===== config.mk =====
export PLATFORM = sky130hd
export DESIGN_NAME = message_queue_with_urgent_push_top
export DESIGN_NICKNAME = d
export VERILOG_FILES = /design/src/design/mqup_pkg.sv /design/src/design/mqup_cfg.sv /design/src/design/mqup_row.sv /design/src/design/message_queue_with_urgent_push_top.sv
export SDC_FILE = /design/constraint.sdc
export NUM_CORES = 1
export LEC_CHECK = 0
export BUFFER_PORTS_ARGS = -buffer_cell sky130_fd_sc_hd__buf_2
export CORE_AREA = 2 2 160 162
export CTS_CLUSTER_SIZE = 30
export DETAILED_ROUTE_END_ITERATION = 10
export DIE_AREA = 0 0 162 164
export PLACE_DENSITY_LB_ADDON = 0.05
export SLEW_MARGIN = 25
export SYNTH_ARGS = -nofsm -noshare
export SYNTH_HDL_FRONTEND = slang
export SYNTH_SLANG_ARGS = --single-unit

===== constraint.sdc =====
create_clock -name clk -period 6.8 [get_ports clk]
set_clock_uncertainty 0.1 [all_clocks]
set_input_delay 1.36 -clock clk [delete_from_list [all_inputs] [get_ports clk]]
set_output_delay 1.36 -clock clk [all_outputs]
set_load 0.1 [all_outputs]

===== src/design/mqup_pkg.sv =====
package mqup_pkg;

    localparam int DEPTH_DEF = 8;
    localparam int MSG_W     = 8;
    localparam int ADDR_W    = 3;
    localparam int DATA_W    = 32;

    localparam logic [MSG_W-1:0] FREE_MARKER_RST = '0;

    // register index taken from the word address
    localparam logic REG_FREE_MARKER = 1'b0;

    typedef enum logic [1:0] {
        ACT_SEND   = 2'd0,
        ACT_URGENT = 2'd1,
        ACT_GET    = 2'd2,
        ACT_CLEAR  = 2'd3
    } action_t;

    typedef struct packed {
        logic             valid;
        action_t          action;
        logic [MSG_W-1:0] msg;
    } cmd_t;

    typedef struct packed {
        logic             status;
        logic [MSG_W-1:0] msg;
    } res_t;

endpackage


===== src/design/mqup_cfg.sv =====
module mqup_cfg (
    input  logic                         clk,
    input  logic                         rst_n,
    input  logic                         psel,
    input  logic                         penable,
    input  logic                         pwrite,
    input  logic [mqup_pkg::ADDR_W-1:0]  paddr,
    input  logic [mqup_pkg::DATA_W-1:0]  pwdata,
    output logic [mqup_pkg::DATA_W-1:0]  prdata,
    output logic                         pready,
    output logic [mqup_pkg::MSG_W-1:0]   marker
);
    import mqup_pkg::*;

    logic [MSG_W-1:0] marker_reg;
    logic [MSG_W-1:0] marker_next;
    logic             wr_en;
    logic             reg_idx;

    assign pready  = 1'b1;
    assign reg_idx = paddr[ADDR_W-1];
    assign wr_en   = psel && penable && pwrite && pready && (reg_idx == REG_FREE_MARKER);

    always_comb
    begin
        marker_next = marker_reg;
        if (wr_en)
        begin
            marker_next = pwdata[MSG_W-1:0];
        end
    end

    always_ff @(posedge clk or negedge rst_n)
    begin
        if (!rst_n)
        begin
            marker_reg <= FREE_MARKER_RST;
        end
        else
        begin
            marker_reg <= marker_next;
        end
    end

    always_comb
    begin
        prdata = '0;
        if (reg_idx == REG_FREE_MARKER)
        begin
            prdata = {{(DATA_W-MSG_W){1'b0}}, marker_reg};
        end
    end

    assign marker = marker_reg;

endmodule


===== src/design/mqup_row.sv =====
module mqup_row #(
    parameter int DEPTH = mqup_pkg::DEPTH_DEF
) (
    input  logic                       clk,
    input  logic                       rst_n,
    input  logic [mqup_pkg::MSG_W-1:0] marker,
    input  mqup_pkg::cmd_t             exec,
    output mqup_pkg::res_t             res
);
    import mqup_pkg::*;

    logic [MSG_W-1:0] slots_reg  [DEPTH];
    logic [MSG_W-1:0] slots_next [DEPTH];
    logic [DEPTH-1:0] free_vec;
    logic [DEPTH-1:0] first_free;
    logic             any_free;

    always_comb
    begin
        for (int i = 0; i < DEPTH; i++)
        begin
            free_vec[i] = (slots_reg[i] == marker);
        end
    end

    // priority pick of the lowest free slot
    always_comb
    begin
        any_free = 1'b0;
        for (int i = 0; i < DEPTH; i++)
        begin
            first_free[i] = free_vec[i] && !any_free;
            any_free      = any_free || free_vec[i];
        end
    end

    always_comb
    begin
        for (int i = 0; i < DEPTH; i++)
        begin
            slots_next[i] = slots_reg[i];
        end
        res.status = 1'b0;
        res.msg    = marker;
        case (exec.action)
            ACT_SEND:
            begin
                res.status = !any_free;
                for (int i = 0; i < DEPTH; i++)
                begin
                    if (first_free[i])
                    begin
                        slots_next[i] = exec.msg;
                    end
                end
            end
            ACT_URGENT:
            begin
                for (int i = 1; i < DEPTH; i++)
                begin
                    slots_next[i] = slots_reg[i-1];
                end
                slots_next[0] = exec.msg;
            end
            ACT_GET:
            begin
                res.msg = slots_reg[0];
                for (int i = 0; i < DEPTH - 1; i++)
                begin
                    slots_next[i] = slots_reg[i+1];
                end
                slots_next[DEPTH-1] = marker;
            end
            ACT_CLEAR:
            begin
                for (int i = 0; i < DEPTH; i++)
                begin
                    slots_next[i] = marker;
                end
            end
            default:
            begin
                res.status = 1'b0;
            end
        endcase
    end

    always_ff @(posedge clk or negedge rst_n)
    begin
        if (!rst_n)
        begin
            for (int i = 0; i < DEPTH; i++)
            begin
                slots_reg[i] <= FREE_MARKER_RST;
            end
        end
        else if (exec.valid)
        begin
            for (int i = 0; i < DEPTH; i++)
            begin
                slots_reg[i] <= slots_next[i];
            end
        end
    end

    a_clear_frees_all: assert property (@(posedge clk) disable iff (!rst_n)
        exec.valid && exec.action == ACT_CLEAR |=> (&free_vec) || !$stable(marker))
        else $error("clear left a slot occupied");

    a_full_send_keeps_row: assert property (@(posedge clk) disable iff (!rst_n)
        exec.valid && exec.action == ACT_SEND && !any_free && $stable(marker)
        |=> free_vec == '0 || !$stable(marker))
        else $error("rejected send changed the row");

    a_urgent_fills_front: assert property (@(posedge clk) disable iff (!rst_n)
        exec.valid && exec.action == ACT_URGENT |=> slots_reg[0] == $past(exec.msg))
        else $error("urgent send did not land at the front");

endmodule


===== src/design/message_queue_with_urgent_push_top.sv =====
// An accepted input beat waits in the input register until the result register is free
// or draining, then loads it; m_tvalid offers the result beat until it is taken.
// Throughput: one beat per cycle unless m_tready stalls; the input register feeds the
// slot row and the result register in the same cycle, so nothing iterates.
// Reset (rst_n, async, active low): all slots and the free marker go to zero,
// both pipeline registers empty.
module message_queue_with_urgent_push_top #(
    parameter int DEPTH = mqup_pkg::DEPTH_DEF
) (
    input  logic                         clk,
    input  logic                         rst_n,
    input  logic                         s_tvalid,
    output logic                         s_tready,
    input  logic [15:0]                  s_tdata,   // [1:0] action, [9:2] msg_in
    output logic                         m_tvalid,
    input  logic                         m_tready,
    output logic [15:0]                  m_tdata,   // [0] status, [8:1] msg_out
    input  logic                         psel,
    input  logic                         penable,
    input  logic                         pwrite,
    input  logic [mqup_pkg::ADDR_W-1:0]  paddr,
    input  logic [mqup_pkg::DATA_W-1:0]  pwdata,
    output logic [mqup_pkg::DATA_W-1:0]  prdata,
    output logic                         pready
);
    import mqup_pkg::*;

    logic             in_valid_reg;
    logic             in_valid_next;
    action_t          in_action_reg;
    logic [MSG_W-1:0] in_msg_reg;
    logic             out_valid_reg;
    logic             out_valid_next;
    res_t             out_res_reg;
    logic             advance;
    logic             in_take;
    logic [MSG_W-1:0] marker;
    cmd_t             exec;
    res_t             res;

    mqup_cfg u_cfg (
        .clk     (clk),
        .rst_n   (rst_n),
        .psel    (psel),
        .penable (penable),
        .pwrite  (pwrite),
        .paddr   (paddr),
        .pwdata  (pwdata),
        .prdata  (prdata),
        .pready  (pready),
        .marker  (marker)
    );

    // advance the held beat when the result register is free or draining
    assign advance  = in_valid_reg && (!out_valid_reg || m_tready);
    assign s_tready = !in_valid_reg || advance;
    assign in_take  = s_tvalid && s_tready;

    assign exec.valid  = advance;
    assign exec.action = in_action_reg;
    assign exec.msg    = in_msg_reg;

    mqup_row #(
        .DEPTH (DEPTH)
    ) u_row (
        .clk    (clk),
        .rst_n  (rst_n),
        .marker (marker),
        .exec   (exec),
        .res    (res)
    );

    always_comb
    begin
        in_valid_next = in_valid_reg;
        if (in_take)
        begin
            in_valid_next = 1'b1;
        end
        else if (advance)
        begin
            in_valid_next = 1'b0;
        end

        out_valid_next = out_valid_reg;
        if (advance)
        begin
            out_valid_next = 1'b1;
        end
        else if (m_tready)
        begin
            out_valid_next = 1'b0;
        end
    end

    always_ff @(posedge clk or negedge rst_n)
    begin
        if (!rst_n)
        begin
            in_valid_reg  <= 1'b0;
            out_valid_reg <= 1'b0;
        end
        else
        begin
            in_valid_reg  <= in_valid_next;
            out_valid_reg <= out_valid_next;
        end
    end

    always_ff @(posedge clk)
    begin
        if (in_take)
        begin
            in_action_reg <= action_t'(s_tdata[1:0]);
            in_msg_reg    <= s_tdata[MSG_W+1:2];
        end
        if (advance)
        begin
            out_res_reg <= res;
        end
    end

    assign m_tvalid = out_valid_reg;
    assign m_tdata  = {{(16-MSG_W-1){1'b0}}, out_res_reg.msg, out_res_reg.status};

    a_no_beat_from_nothing: assert property (@(posedge clk) disable iff (!rst_n)
        !in_valid_reg && !out_valid_reg |=> !out_valid_reg)
        else $error("result beat appeared without an input beat");

    a_stall_blocks_input: assert property (@(posedge clk) disable iff (!rst_n)
        in_valid_reg && out_valid_reg && !m_tready |-> !s_tready)
        else $error("input taken while both stages are stalled");

    a_held_beat_moves: assert property (@(posedge clk) disable iff (!rst_n)
        in_valid_reg && !out_valid_reg |=> out_valid_reg)
        else $error("held beat did not reach the result register");

endmodule

=== Word-level counts from Yosys, hierarchy flattened ===
Index checks and enable logic that the tools add are counted.

* Register bits after elaboration: 93
* Logic and storage cells: 92

* Eq/ne operators: 19
* Multiplexer cells: 15
* Bitwise gates (word level): 1
* Reduce and logical (&&, ||, !) cells: 42

{| class="wikitable"
|+ Operator list
! operator !! number
|-
| case mux 64 bit (4 select lines) || 1
|-
| 2-to-1 mux 8 bit || 10
|-
| equality test 8 bit || 8
|-
| != test 2 x 1 -> 1 bit, second input constant || 8
|-
| AND reduction 2 bit || 8
|-
| logical AND 1 bit || 12
|-
| logical NOT 1 bit || 10
|-
| logical OR 1 bit || 9
|-
| equality test 2 bit, second input constant || 2
|-
| 2-to-1 mux 1 bit || 4
|-
| nonzero test 2 bit || 2
|-
| equality test 2 x 1 -> 1 bit, second input constant || 1
|-
| logical NOT 2 bit || 1
|-
| inverter 1 bit || 1
|}

=== Longest topological paths before layout ===
Gate-level depths: netlist of run 1.

* Depth after elaboration: 11
* Gate-level depth with buffers: 9
* Depth with buffers taken out: 7

=== Cells and area by module ===
Synthesis of run 1 repeated with hierarchy kept, for this count alone.

* Cell total of the unflattened synthesis: 501
* Area total of the unflattened synthesis: 6314.8 µm²

{| class="wikitable"
|+ Modules (own cells, without submodules)
! module !! instances !! cells an instance !! area an instance (µm²)
|-
| mqup_row || 1 || 414 || 5004.8
|-
| message_queue_with_urgent_push_top || 1 || 35 || 730.7
|-
| mqup_cfg || 1 || 52 || 579.3
|}

=== Worst setup path after synthesis of run 1 ===
OpenSTA, ideal clock, no wires.

* Kind: in2out
* From: input port paddr[2] (netlist name)
* To: output port prdata[0] (netlist name)
* Data arrival time: 2695 ps
* Required time: 5340 ps
* Path slack: 2645 ps
* Stages on the path: 1
* Cells stage by stage: nor2b_1

* Word-level cells in the longest chain between the ends: 1

{| class="wikitable"
|+ RTL lines
! what !! line !! source
|-
| start, declared || message_queue_with_urgent_push_top.sv:21 || <nowiki>input logic [mqup_pkg::ADDR_W-1:0] paddr,</nowiki>
|-
| 2-to-1 mux 8 bit || mqup_cfg.sv:48 || <nowiki>if (reg_idx == REG_FREE_MARKER)</nowiki>
|-
| end, declared || message_queue_with_urgent_push_top.sv:23 || <nowiki>output logic [mqup_pkg::DATA_W-1:0] prdata,</nowiki>
|}

No other way between the ends.

=== Final worst setup path of run 1 ===
* From: input port paddr[2] (netlist name)
* To: output port prdata[3] (netlist name)

Same word-level chain as after synthesis.

==> results of run 1 <==
[routing by layer]
layer / GRT usage / vias to the layer above / wire length (um)
met5: 0 / - / 0
met4: 0.0487 / 0 / 299
met3: 0.0174 / 14 / 477
met2: 0.201 / 92 / 7370
met1: 0.180 / 1971 / 7600
li1: - / 1743 / -
[final cells by class]
| class | count | area [sq um] | area share |
|---|---|---|---|
| Clock buffer | 12 | 268 | 0.0393 |
| Clock inverter | 4 | 68.8 | 0.0101 |
| Inverter | 1 | 3.75 | 0.000550 |
| Multi-Input combinational cell | 343 | 3380 | 0.495 |
| Sequential cell | 93 | 2420 | 0.355 |
| Tap cell | 330 | 413 | 0.0605 |
| Timing Repair Buffer | 50 | 268 | 0.0393 |
[logic make-up after synthesis]
logic type / Yosys count / share of synthesized area
compound gates: 41 / 0.0400
xor+xnor: 64 / 0.0914
buf+inv: 68 / 0.0722
flops: 93 / 0.395
mux: 136 / 0.335
other cells: 2 / 0.00122
simple gates: 70 / 0.0647
[through the flow]
stage / utilization / setup WS [ns] / hold slack (ns) / total power [mW]
4_1_cts: 0.275 / 3.25 / 0.420 / 2.72
5_1_grt: 0.275 / 3.20 / 0.437 / 2.84
2_1_floorplan: - / 2.64 / 0.377 / 1.88
3_5_place_dp: 0.261 / 3.26 / 0.413 / 2.11
6_report: 0.275 / 3.26 / 0.418 / 2.67
3_3_place_gp: 0.261 / 3.27 / 0.396 / 2.09
[cell usage after synthesis (all sizes together)]
| library cell | number |
|---|---|
| nand4b | 1 |
| dfrtp | 74 |
| and4b | 1 |
| inv | 1 |
| buf | 52 |
| nand3b | 3 |
| nor2 | 28 |
| nor3 | 1 |
| nand4 | 12 |
| mux4 | 48 |
| clkbuf | 15 |
| o31ai | 8 |
| edfxtp | 19 |
| xnor2 | 48 |
| mux2 | 72 |
| or2 | 1 |
| conb | 2 |
| o21ai | 9 |
| nor4 | 5 |
| a21oi | 23 |
| nand2 | 4 |
| xor2 | 16 |
| a31oi | 1 |
| and2 | 2 |
| mux2i | 16 |
| nand2b | 3 |
| nor2b | 9 |
[power by group through the flow]
stage,registers [mW],logic [mW],clock network [mW]
2_1_floorplan,1.01,0.871,0
3_3_place_gp,1.09,1.01,0
3_5_place_dp,1.09,1.02,0
4_1_cts,1.09,1.02,0.612
5_1_grt,1.14,1.08,0.625
6_report,1.09,0.993,0.593
[worst min-delay path by stage]
| stage | startpoint | to |
|---|---|---|
| after CTS | in_valid_reg$_DFFE_PN0P_ | m_tvalid$_DFFE_PN0P_ |
| after detailed placement | in_valid_reg$_DFFE_PN0P_ | m_tvalid$_DFFE_PN0P_ |
| final | in_valid_reg$_DFFE_PN0P_ | m_tvalid$_DFFE_PN0P_ |
| after global placement | in_valid_reg$_DFFE_PN0P_ | m_tvalid$_DFFE_PN0P_ |
| after global routing | in_valid_reg$_DFFE_PN0P_ | m_tvalid$_DFFE_PN0P_ |
| after floorplan | in_valid_reg$_DFFE_PN0P_ | m_tvalid$_DFFE_PN0P_ |
[critical path, stage by stage]
cell,delay (ns)
buf_2,0.16
nor2b_1,0.12
buf_2,0.43
==> out/metrics.csv, run 1 <==
stage,metric,value,unit
layout,"commonest non-fill, non-tap cell in the layout",dfrtp_1,
layout,final layout net count,556,
clocking,TritonCTS Buffers,9,
timing,minimum clock period,3.54,ns
setup_path,R2R cell count,7,
place,global placement routability congestion,0.678,
outcome,status,"complete, no violations",
min_path,worst hold path type,flip-flop to flip-flop,
timing,Fin. Hold Viols,0,
layout,layout cells sized above 1,0.388,
min_path,hold path depth,1,
pwr,register share of total power,0.407,
route,wire per inst,18.9,um
logic_synthesis,Syn Inst Count,474,
die,height of the die,164,um
die,initial core utilization,0.247,
logic_synthesis,ranking of synthesized cells by area,"dfrtp_1 30%, mux4_2 17%, mux2_2 13%, edfxtp_1 9.3%, xnor2_1 6.9%",
layout,max reg flops,64,
setup_path,startpoint types,input pin,
route,Residual DRC,0,
logic_synthesis,register area share after synthesis,0.395,
timing,Final Cycle Share,0.520,
pwr,PwrDens,392,nW/um^2
timing,setup TNS,0,ns
route,vias per cell,4.59,
pwr,Net Sw Frac,0.388,
setup_path,Worst R2R Start,u_cfg.marker[3]$_DFFE_PN0P_,
timing,Slew HR,0.445,
die,row count,58,
logic_synthesis,synthesized flop and latch total,93,
clocking,Root Buffer,clkbuf_16,
setup_path,CP Capture Type,primary output,
global_routing,vias in the first global route,3990,
setup_path,critical path peak fanout,9,
place,detailed placement HPWL,11100,um
timing,Worst Tran Pin Value,0.832,ns
clocking,Skew-Pair Late Insertion Delay,0.36,ns
die,I/O pin count,109,
global_routing,initial antenna violation count,0,
clocking,CTS tree,yes,
layout,fin area,6820,sq um
logic_synthesis,synth warn,0,
route,final WL,15800,um
global_routing,first-pass GRT wire length,25300,um
layout,most frequent cells in the layout,"74 x dfrtp_1, 72 x mux2_2, 48 x xnor2_1",
global_routing,maximum number of pins on one net before global-route repair,56,
pwr,worst vdd ir,0.138,mV
global_routing,total grt overflow,0,
pwr,clock group share of total power,0.222,
place,PortBufs,44,
place,DP Cell Count,817,
clocking,htree depth,3,
global_routing,total track usage,0.128,
setup_path,kind of critical path,input pin to primary output,
clocking,clock transition at the registers of the reported paths,0.07,ns
route,violation count after the first detailed-route iteration,215,
setup_path,Critical Path Sink,prdata[3],
route,DR pass1 iterations,4,
layout,Area Overhead vs Synth,11.3,%
clocking,Post-CTS Hold Buffers,0,
pwr,leak pwr,2.61,nW
clocking,post_cts resized,0,
timing,FMAX,283,MHz
logic_synthesis,Synth top area share,0.302,
timing,Max Slew Vio Count,0,
layout,antenna cells,0,
route,DRT antenna net count,0,
die,total core area,24800,sq um
run,Max Cap Viol,0,
timing,final setup vio count,0,
route,via count,3820,
logic_synthesis,cell taking the most area after synthesis,dfrtp_1,
setup_path,Reg2Reg Setup Slack,3.84,ns
setup_path,R2R Path End,u_row.slots_reg[10]$_DFFE_PN0P_,
die,DIE AREA,26600,sq um
setup_path,"Req. time, crit path",5.34,ns
setup_path,critical path launch point,paddr[2],
logic_synthesis,mapped cell area,6130,sq um
place,placed standard-cell area,6480,sq um
logic_synthesis,post-synthesis cell type count,37,
layout,# fillers,2567,
logic_synthesis,"Avg Cell Area, Syn",12.9,sq um
pwr,net switching power,1.04,mW
timing,unrepaired setup endpoints after global routing,no,
pwr,combinational group share of total power,0.371,
pwr,P_int,1.64,mW
clocking,post-CTS setup buffers,0,
setup_path,Worst Path Arrival,2.08,ns
die,chip width,162,um
clocking,CTS Sinks,93,
clocking,clk buf depth,2,
layout,Final Non-Filler Cells,833,
Power figures use the tool's default switching activity.
==> inputs of run 2 (changes only) <==
--- a/config.mk
+++ b/config.mk
@@ -5,11 +5,12 @@
 export SDC_FILE = /design/constraint.sdc
 export NUM_CORES = 1
 export LEC_CHECK = 0
+export ABC_AREA = 1
 export BUFFER_PORTS_ARGS = -buffer_cell sky130_fd_sc_hd__buf_2
-export CORE_AREA = 2 2 160 162
+export CORE_AREA = 2 2 156 158
 export CTS_CLUSTER_SIZE = 30
 export DETAILED_ROUTE_END_ITERATION = 10
-export DIE_AREA = 0 0 162 164
+export DIE_AREA = 0 0 158 160
 export PLACE_DENSITY_LB_ADDON = 0.05
 export SLEW_MARGIN = 25
 export SYNTH_ARGS = -nofsm -noshare
==> constraint.sdc (replaced) <==
create_clock -name clk -period 3.3 [get_ports clk]
set_clock_uncertainty 0.1 [all_clocks]
set_input_delay 0.66 -clock clk [delete_from_list [all_inputs] [get_ports clk]]
set_output_delay 0.66 -clock clk [all_outputs]
set_load 0.1 [all_outputs]
==> run 2 against run 1 <==
  * Final cell count increased by 33%
  * Hold slack got worse by 0.24 ns
  * Via count increased by 35%
  * Clock-buffer cell count decreased by 2
  * Synthesized area decreased by 4.7%
  * Routed wire length increased by 31%
  * Power increased by 86%
  * Clock power increased by 85%
  * Synthesized cell count increased by 56%
  * Non-clock buffer count increased by 8
  * Global-route usage increased by 4.0 points
  * Setup slack got worse by 2.7 ns
  * Critical path type is now flip-flop to primary output
  * Critical endpoint is now prdata[7]
==> out/metrics.csv, run 2 <==
stage,metric,value,unit,change
timing,Max Slew Vio Count,0,,unchanged
die,I/O pin count,109,,unchanged
setup_path,CP Capture Type,primary output,,unchanged
die,chip width,158,um,was 162 um
outcome,status,"complete, no violations",,unchanged
clocking,Skew-Pair Late Insertion Delay,0.35,ns,was 0.36 ns
setup_path,startpoint types,flip-flop,,was input pin
route,final WL,20600,um,"was 15,800 um"
timing,setup TNS,0,ns,unchanged
global_routing,vias in the first global route,5263,,"was 3,990"
route,DRT antenna net count,0,,unchanged
logic_synthesis,register area share after synthesis,0.415,,was 0.395
timing,Worst Tran Pin Value,0.978,ns,was 0.832 ns
run,Max Cap Viol,0,,unchanged
clocking,TritonCTS Buffers,9,,unchanged
die,row count,57,,was 58
route,vias per cell,4.66,,was 4.59
logic_synthesis,"Avg Cell Area, Syn",7.92,sq um,was 12.9 sq um
die,initial core utilization,0.245,,was 0.247
clocking,clock transition at the registers of the reported paths,0.07,ns,about the same
pwr,PwrDens,755,nW/um^2,was 392 nW/um^2
setup_path,R2R cell count,13,,was 7
global_routing,total track usage,0.168,,was 0.128
place,PortBufs,44,,unchanged
timing,Fin. Hold Viols,0,,unchanged
place,dpl ws,0.732,ns,was 3.26 ns
layout,antenna cells,0,,unchanged
clocking,Root Buffer,clkbuf_16,,unchanged
timing,PnR worst setup slack,0.610,ns,was 3.26 ns
route,DR pass1 iterations,4,,unchanged
clocking,CTS tree,yes,,unchanged
layout,layout cells sized above 1,0.144,,was 0.388
logic_synthesis,Most used DFF post-synth,dfrtp_1,,unchanged
logic_synthesis,ranking of synthesized cells by area,"dfrtp_1 32%, nand2_1 17%, edfxtp_1 9.8%, o2111ai_1 5.4%, buf_4 4.2%",,"was dfrtp_1 30%, mux4_2 17%, mux2_2 13%, edfxtp_1 9.3%, xnor2_1 6.9%"
clocking,post-CTS setup buffers,0,,unchanged
timing,Slew HR,0.344,,was 0.445
clocking,htree depth,3,,unchanged
global_routing,total grt overflow,0,,unchanged
setup_path,Reg2Reg Setup Slack,0.73,ns,was 3.84 ns
logic_synthesis,post-synthesis cell type count,38,,was 37
setup_path,Worst R2R Start,u_cfg.marker[7]$_DFFE_PN0P_,,was u_cfg.marker[3]$_DFFE_PN0P_
logic_synthesis,ys async rst share,0.796,,unchanged
layout,most frequent cells in the layout,"260 x nand2_1, 74 x dfrtp_1, 43 x inv_1, 43 x buf_2",,"was 74 x dfrtp_1, 72 x mux2_2, 48 x xnor2_1"
global_routing,initial antenna violation count,1,,was 0
pwr,worst vdd ir,0.193,mV,was 0.138 mV
route,wire per inst,18.6,um,was 18.9 um
pwr,leak pwr,2.95,nW,was 2.61 nW
die,DIE AREA,25300,sq um,"was 26,600 sq um"
global_routing,maximum number of pins on one net before global-route repair,59,,was 56
route,violation count after the first detailed-route iteration,298,,was 215
setup_path,Worst Path Arrival,1.93,ns,was 2.08 ns
layout,Area Overhead vs Synth,12.7,%,was 11.3%
timing,Final Cycle Share,0.815,,
clocking,Post-CTS Hold Buffers,0,,unchanged
timing,WHS,0.181,ns,was 0.418 ns
setup_path,kind of critical path,flip-flop to primary output,,was input pin to primary output
min_path,worst hold path type,input pin to asynchronous set/reset pin,,was flip-flop to flip-flop
timing,final setup vio count,0,,unchanged
place,placed standard-cell area,6280,sq um,was 6480 sq um
logic_synthesis,number of synthesized flops with an enable pin,19,,unchanged
layout,"commonest non-fill, non-tap cell in the layout",nand2_1,,was dfrtp_1
logic_synthesis,mapped cell area,5840,sq um,was 6130 sq um
place,DP Cell Count,1088,,was 817
logic_synthesis,synth cell count leaders,"260 x nand2_1, 74 x dfrtp_1, 43 x inv_1",,"was 74 x dfrtp_1, 72 x mux2_2, 48 x xnor2_1"
die,total core area,23800,sq um,"was 24,800 sq um"
logic_synthesis,synthesized flop and latch total,93,,unchanged
route,via count,5142,,"was 3,820"
logic_synthesis,most frequent cell after synthesis,nand2_1,,was dfrtp_1
clocking,post_cts resized,0,,unchanged
logic_synthesis,cell taking the most area after synthesis,dfrtp_1,,unchanged
layout,max reg flops,64,,unchanged
place,global placement routability congestion,0.799,,was 0.678
clocking,clk buf depth,2,,unchanged
timing,FMAX,372,MHz,
setup_path,critical path peak fanout,11,,was 9
logic_synthesis,Syn Inst Count,738,,was 474
setup_path,"Req. time, crit path",2.54,ns,was 5.34 ns
global_routing,first-pass GRT wire length,31500,um,"was 25,300 um"
logic_synthesis,Synth top area share,0.317,,was 0.302
place,detailed placement HPWL,15100,um,"was 11,100 um"
timing,unrepaired setup endpoints after global routing,no,,unchanged
setup_path,R2R Path End,u_row.slots_reg[22]$_DFFE_PN0P_,,was u_row.slots_reg[10]$_DFFE_PN0P_
layout,fin area,6580,sq um,was 6820 sq um
layout,Final Non-Filler Cells,1104,,was 833
layout,final layout net count,833,,was 556
clocking,CTS Sinks,93,,unchanged
logic_synthesis,synth warn,0,,unchanged
timing,minimum clock period,2.69,ns,
die,height of the die,160,um,was 164 um
route,Residual DRC,0,,unchanged
## run 2: changes by cell type after synthesis, moves of 10 or more
| cell | previous run | this run |
|---|---|---|
| o2111ai_1 | 0 | 36 |
| nor2_1 | 24 | 36 |
| xnor2_1 | 48 | 21 |
| mux4_2 | 47 | 0 |
| mux2_2 | 72 | 0 |
| nand4_1 | 12 | 22 |
| nand3_1 | 0 | 36 |
| inv_1 | 1 | 43 |
| mux2i_1 | 16 | 0 |
| nand2_1 | 3 | 260 |
| o21ai_0 | 9 | 36 |
## run 2: critical path, cell delays in order (launching register included)
cell and delay [ns]:
dfrtp_1 0.68, inv_1 0.31, nor2_1 0.15, buf_2 0.44
## run 2: routing by layer
layer	wire, um	track usage	vias to the layer above
met5	0	0	-
met4	313	0.0479	0
met2	10200	0.287	128
met3	803	0.0212	15
met1	9260	0.221	2519
li1	-	-	2480
## run 2: stage by stage
stage | utilization | power [mW]
floorplan | - | 3.38
global placement | 0.264 | 3.89
detailed placement | 0.264 | 3.89
CTS | 0.276 | 5.02
global route | 0.276 | 5.31
finish | 0.276 | 4.97
## run 2: logic make-up after synthesis
group                     share of synthesized area
other                                       0.00129
buffers and inverters                         0.107
AOI/OAI and AO/OA                             0.135
and+or+nand+nor                               0.282
xor gates and xnor gates                     0.0600
DFF                                           0.415
## run 2: worst max-delay path by stage
stage / from / end / slack, ns / depth (start not counted)
2_1_floorplan: paddr[2] / prdata[0] / 0.43 / 2
3_3_place_gp: u_cfg.marker[7]$_DFFE_PN0P_ / u_row.slots_reg[16]$_DFFE_PN0P_ / 0.72 / 13
3_5_place_dp: u_cfg.marker[7]$_DFFE_PN0P_ / u_row.slots_reg[22]$_DFFE_PN0P_ / 0.73 / 13
4_1_cts: u_cfg.marker[7]$_DFFE_PN0P_ / prdata[7] / 0.58 / 3
5_1_grt: u_cfg.marker[7]$_DFFE_PN0P_ / u_row.slots_reg[22]$_DFFE_PN0P_ / 0.47 / 13
6_report: u_cfg.marker[7]$_DFFE_PN0P_ / prdata[7] / 0.61 / 3
## run 2: where the power goes
group | switching (mW) | leakage (nW) | internal [mW]
logic | 1.36 | 1.72 | 0.579
clock network | 0.503 | 0.147 | 0.596
registers | 0.402 | 1.09 | 1.53
## run 2: layout make-up
cell class	instances	area, sq um
clock buffer	10	229
clock inverter	6	70.1
fill	2633	17200
inverter	51	201
multi-input combinational	562	2910
sequential	93	2420
tap	324	405
timing repair buffer	58	340
==> inputs of run 3 (changes only) <==
==> constraint.sdc (replaced) <==
create_clock -name clk -period 2.6 [get_ports clk]
set_clock_uncertainty 0.1 [all_clocks]
set_input_delay 0.52 -clock clk [delete_from_list [all_inputs] [get_ports clk]]
set_output_delay 0.52 -clock clk [all_outputs]
set_load 0.1 [all_outputs]
==> run 3 against run 2 <==
  * Final cell count increased by 2.0%
  * Global-route usage up 0.11 points
  * Sequential share of layout area decreased by 1.4 points
  * Clock power up 16%
  * Hold slack worse by 0.089 ns
  * First-iteration DRC count is 7.0% higher
  * Sequential cell count did not move
  * Sequential power up 26%
  * Die area is the same
  * Register-to-register slack lost 0.43 ns
  * Largest cell class unchanged
  * Largest power group unchanged
==> out/metrics.csv, run 3 (synthesis results as in run 2) <==
stage,metric,value,unit,change
clocking,clock transition at the registers of the reported paths,0.07,ns,about the same
timing,Fin. Hold Viols,0,,unchanged
layout,Area Overhead vs Synth,17.1,%,was 12.7%
route,met3 WL post-DR,571,um,was 803 um
clocking,CTS Sinks,93,,unchanged
die,total core area,23800,sq um,unchanged
global_routing,total track usage,0.169,,was 0.168
global_routing,maximum number of pins on one net before global-route repair,59,,unchanged
timing,unrepaired setup endpoints after global routing,no,,unchanged
pwr,leak pwr,3.07,nW,was 2.95 nW
setup_path,Reg2Reg Setup Slack,0.30,ns,was 0.73 ns
die,height of the die,160,um,unchanged
clocking,TritonCTS Buffers,9,,unchanged
clocking,clk buf depth,2,,unchanged
timing,Max Slew Vio Count,0,,unchanged
setup_path,crit-path cells,inv_4 > buf_4 > nor2_1 > buf_2,,was inv_1 > nor2_1 > buf_2
route,wire per inst,18.5,um,was 18.6 um
timing,setup TNS,0,ns,unchanged
timing,Final Cycle Share,0.960,,
clocking,Skew-Pair Late Insertion Delay,0.35,ns,about the same
global_routing,total grt overflow,0,,unchanged
setup_path,biggest cell delay along the critical path,0.74,ns,was 0.68 ns
route,metal2 WL,10200,um,about the same
timing,PnR worst setup slack,0.105,ns,was 0.610 ns
clocking,post_cts resized,0,,unchanged
timing,minimum clock period,2.50,ns,
min_path,worst hold path type,input pin to asynchronous set/reset pin,,unchanged
setup_path,startpoint types,flip-flop,,unchanged
die,chip width,158,um,unchanged
setup_path,CP bufs+invs,3,,was 2
clocking,htree depth,3,,unchanged
clocking,Root Buffer,clkbuf_16,,unchanged
layout,max reg flops,64,,unchanged
layout,layout cells sized above 1,0.167,,was 0.144
setup_path,Worst Path Arrival,1.88,ns,was 1.93 ns
layout,"commonest non-fill, non-tap cell in the layout",nand2_1,,unchanged
setup_path,kind of critical path,flip-flop to primary output,,unchanged
clocking,CTS tree,yes,,unchanged
route,highest routed layer,met4,,unchanged
place,global placement routability congestion,0.796,,was 0.799
pwr,PwrDens,923,nW/um^2,was 755 nW/um^2
route,DRT antenna net count,0,,unchanged
place,PortBufs,44,,unchanged
global_routing,vias in the first global route,5163,,"was 5,263"
route,vias per cell,4.58,,was 4.66
route,final WL,20800,um,"was 20,600 um"
route,wire length on met1,9670,um,was 9260 um
timing,final setup vio count,0,,unchanged
setup_path,"Req. time, crit path",1.98,ns,was 2.54 ns
layout,# fillers,2616,,"was 2,633"
layout,antenna cells,0,,unchanged
route,DR pass1 iterations,5,,was 4
die,I/O pin count,109,,unchanged
setup_path,"CP delay by family, top",flip-flops,,was buffers and inverters
pwr,worst vdd ir,0.252,mV,was 0.193 mV
route,Residual DRC,0,,unchanged
timing,Slew HR,0.569,,was 0.344
clocking,Post-CTS Hold Buffers,0,,unchanged
place,dpl ws,0.277,ns,was 0.732 ns
die,row count,57,,unchanged
timing,Worst Tran Pin Value,0.644,ns,was 0.978 ns
die,initial core utilization,0.245,,unchanged
setup_path,R2R cell count,12,,was 13
setup_path,critical path peak fanout,10,,was 11
setup_path,Worst path depth,4,,was 3
route,violation count after the first detailed-route iteration,319,,was 298
layout,most frequent cells in the layout,"260 x nand2_1, 74 x dfrtp_1, 43 x inv_1",,"was 260 x nand2_1, 74 x dfrtp_1, 43 x inv_1, 43 x buf_2"
setup_path,CP Capture Type,primary output,,unchanged
route,via count,5157,,"was 5,142"
outcome,status,"complete, no violations",,unchanged
setup_path,"Slowest-stage cell, CP",dfrtp_1,,unchanged
clocking,post-CTS setup buffers,0,,unchanged
die,DIE AREA,25300,sq um,unchanged
place,detailed placement HPWL,15400,um,"was 15,100 um"
timing,FMAX,401,MHz,
global_routing,first-pass GRT wire length,31700,um,"was 31,500 um"
global_routing,initial antenna violation count,0,,was 1
run,Max Cap Viol,0,,unchanged
timing,WHS,0.0923,ns,was 0.181 ns
layout,final layout net count,855,,was 833
run 3: worst register-to-register path, cell delays in order, from the launching register on:
cell and delay, ns:
dfrtp_1 0.70, inv_4 0.13, nand2_1 0.09, nand4_1 0.19
nor2_1 0.22, nand2_2 0.11, nand3_2 0.10, nor2_4 0.05
nand4_1 0.09, nand2_2 0.12, buf_4 0.17, nand3_1 0.06
nand2_1 0.06
run 3: metal layers:
layer  track usage  vias up
met5             0        -
met3        0.0209       18
li1              -     2522
met1         0.230     2487
met2         0.278      130
met4        0.0536        0
run 3: worst paths after layout:
check,startpoint,end
hold reg to reg,u_row.slots_reg[12]$_DFFE_PN0P_,u_row.slots_reg[12]$_DFFE_PN0P_
setup reg to reg,u_cfg.marker[6]$_DFFE_PN0P_,u_row.slots_reg[9]$_DFFE_PN0P_
max in group asynchronous,rst_n,u_row.slots_reg[23]$_DFFE_PN0P_
hold / removal,rst_n,u_cfg.marker[5]$_DFFE_PN0P_
setup / recovery,u_cfg.marker[3]$_DFFE_PN0P_,prdata[3]
min in group clk,s_tdata[7],in_msg_reg[5]$_DFFE_PP_
run 3: power by group:
part,switching (mW),internal (mW),leakage [nW]
sequential,0.497,1.94,1.09
combinational,1.77,0.827,1.86
clock,0.627,0.649,0.123
run 3: layout make-up:
| cell class | instances | area (sq um) | share of cell area |
|---|---|---|---|
| clock buffer | 10 | 229 | 0.0335 |
| clock inverter | 6 | 40.0 | 0.00585 |
| inverter | 51 | 201 | 0.0294 |
| multi-input combinational | 562 | 2920 | 0.427 |
| sequential | 93 | 2420 | 0.354 |
| tap | 324 | 405 | 0.0593 |
| timing repair buffer | 80 | 623 | 0.0911 |
run 3: metrics by stage:
stage                     std cells  area, sq um  utilization  power (mW)
after floorplan                 768         5960            -        4.29
after global placement         1110         6570        0.276        5.06
after detailed placement       1110         6570        0.276        5.07
after CTS                      1126         6840        0.287        6.37
after global routing           1126         6840        0.287        6.73
final                          1126         6840        0.287        6.31
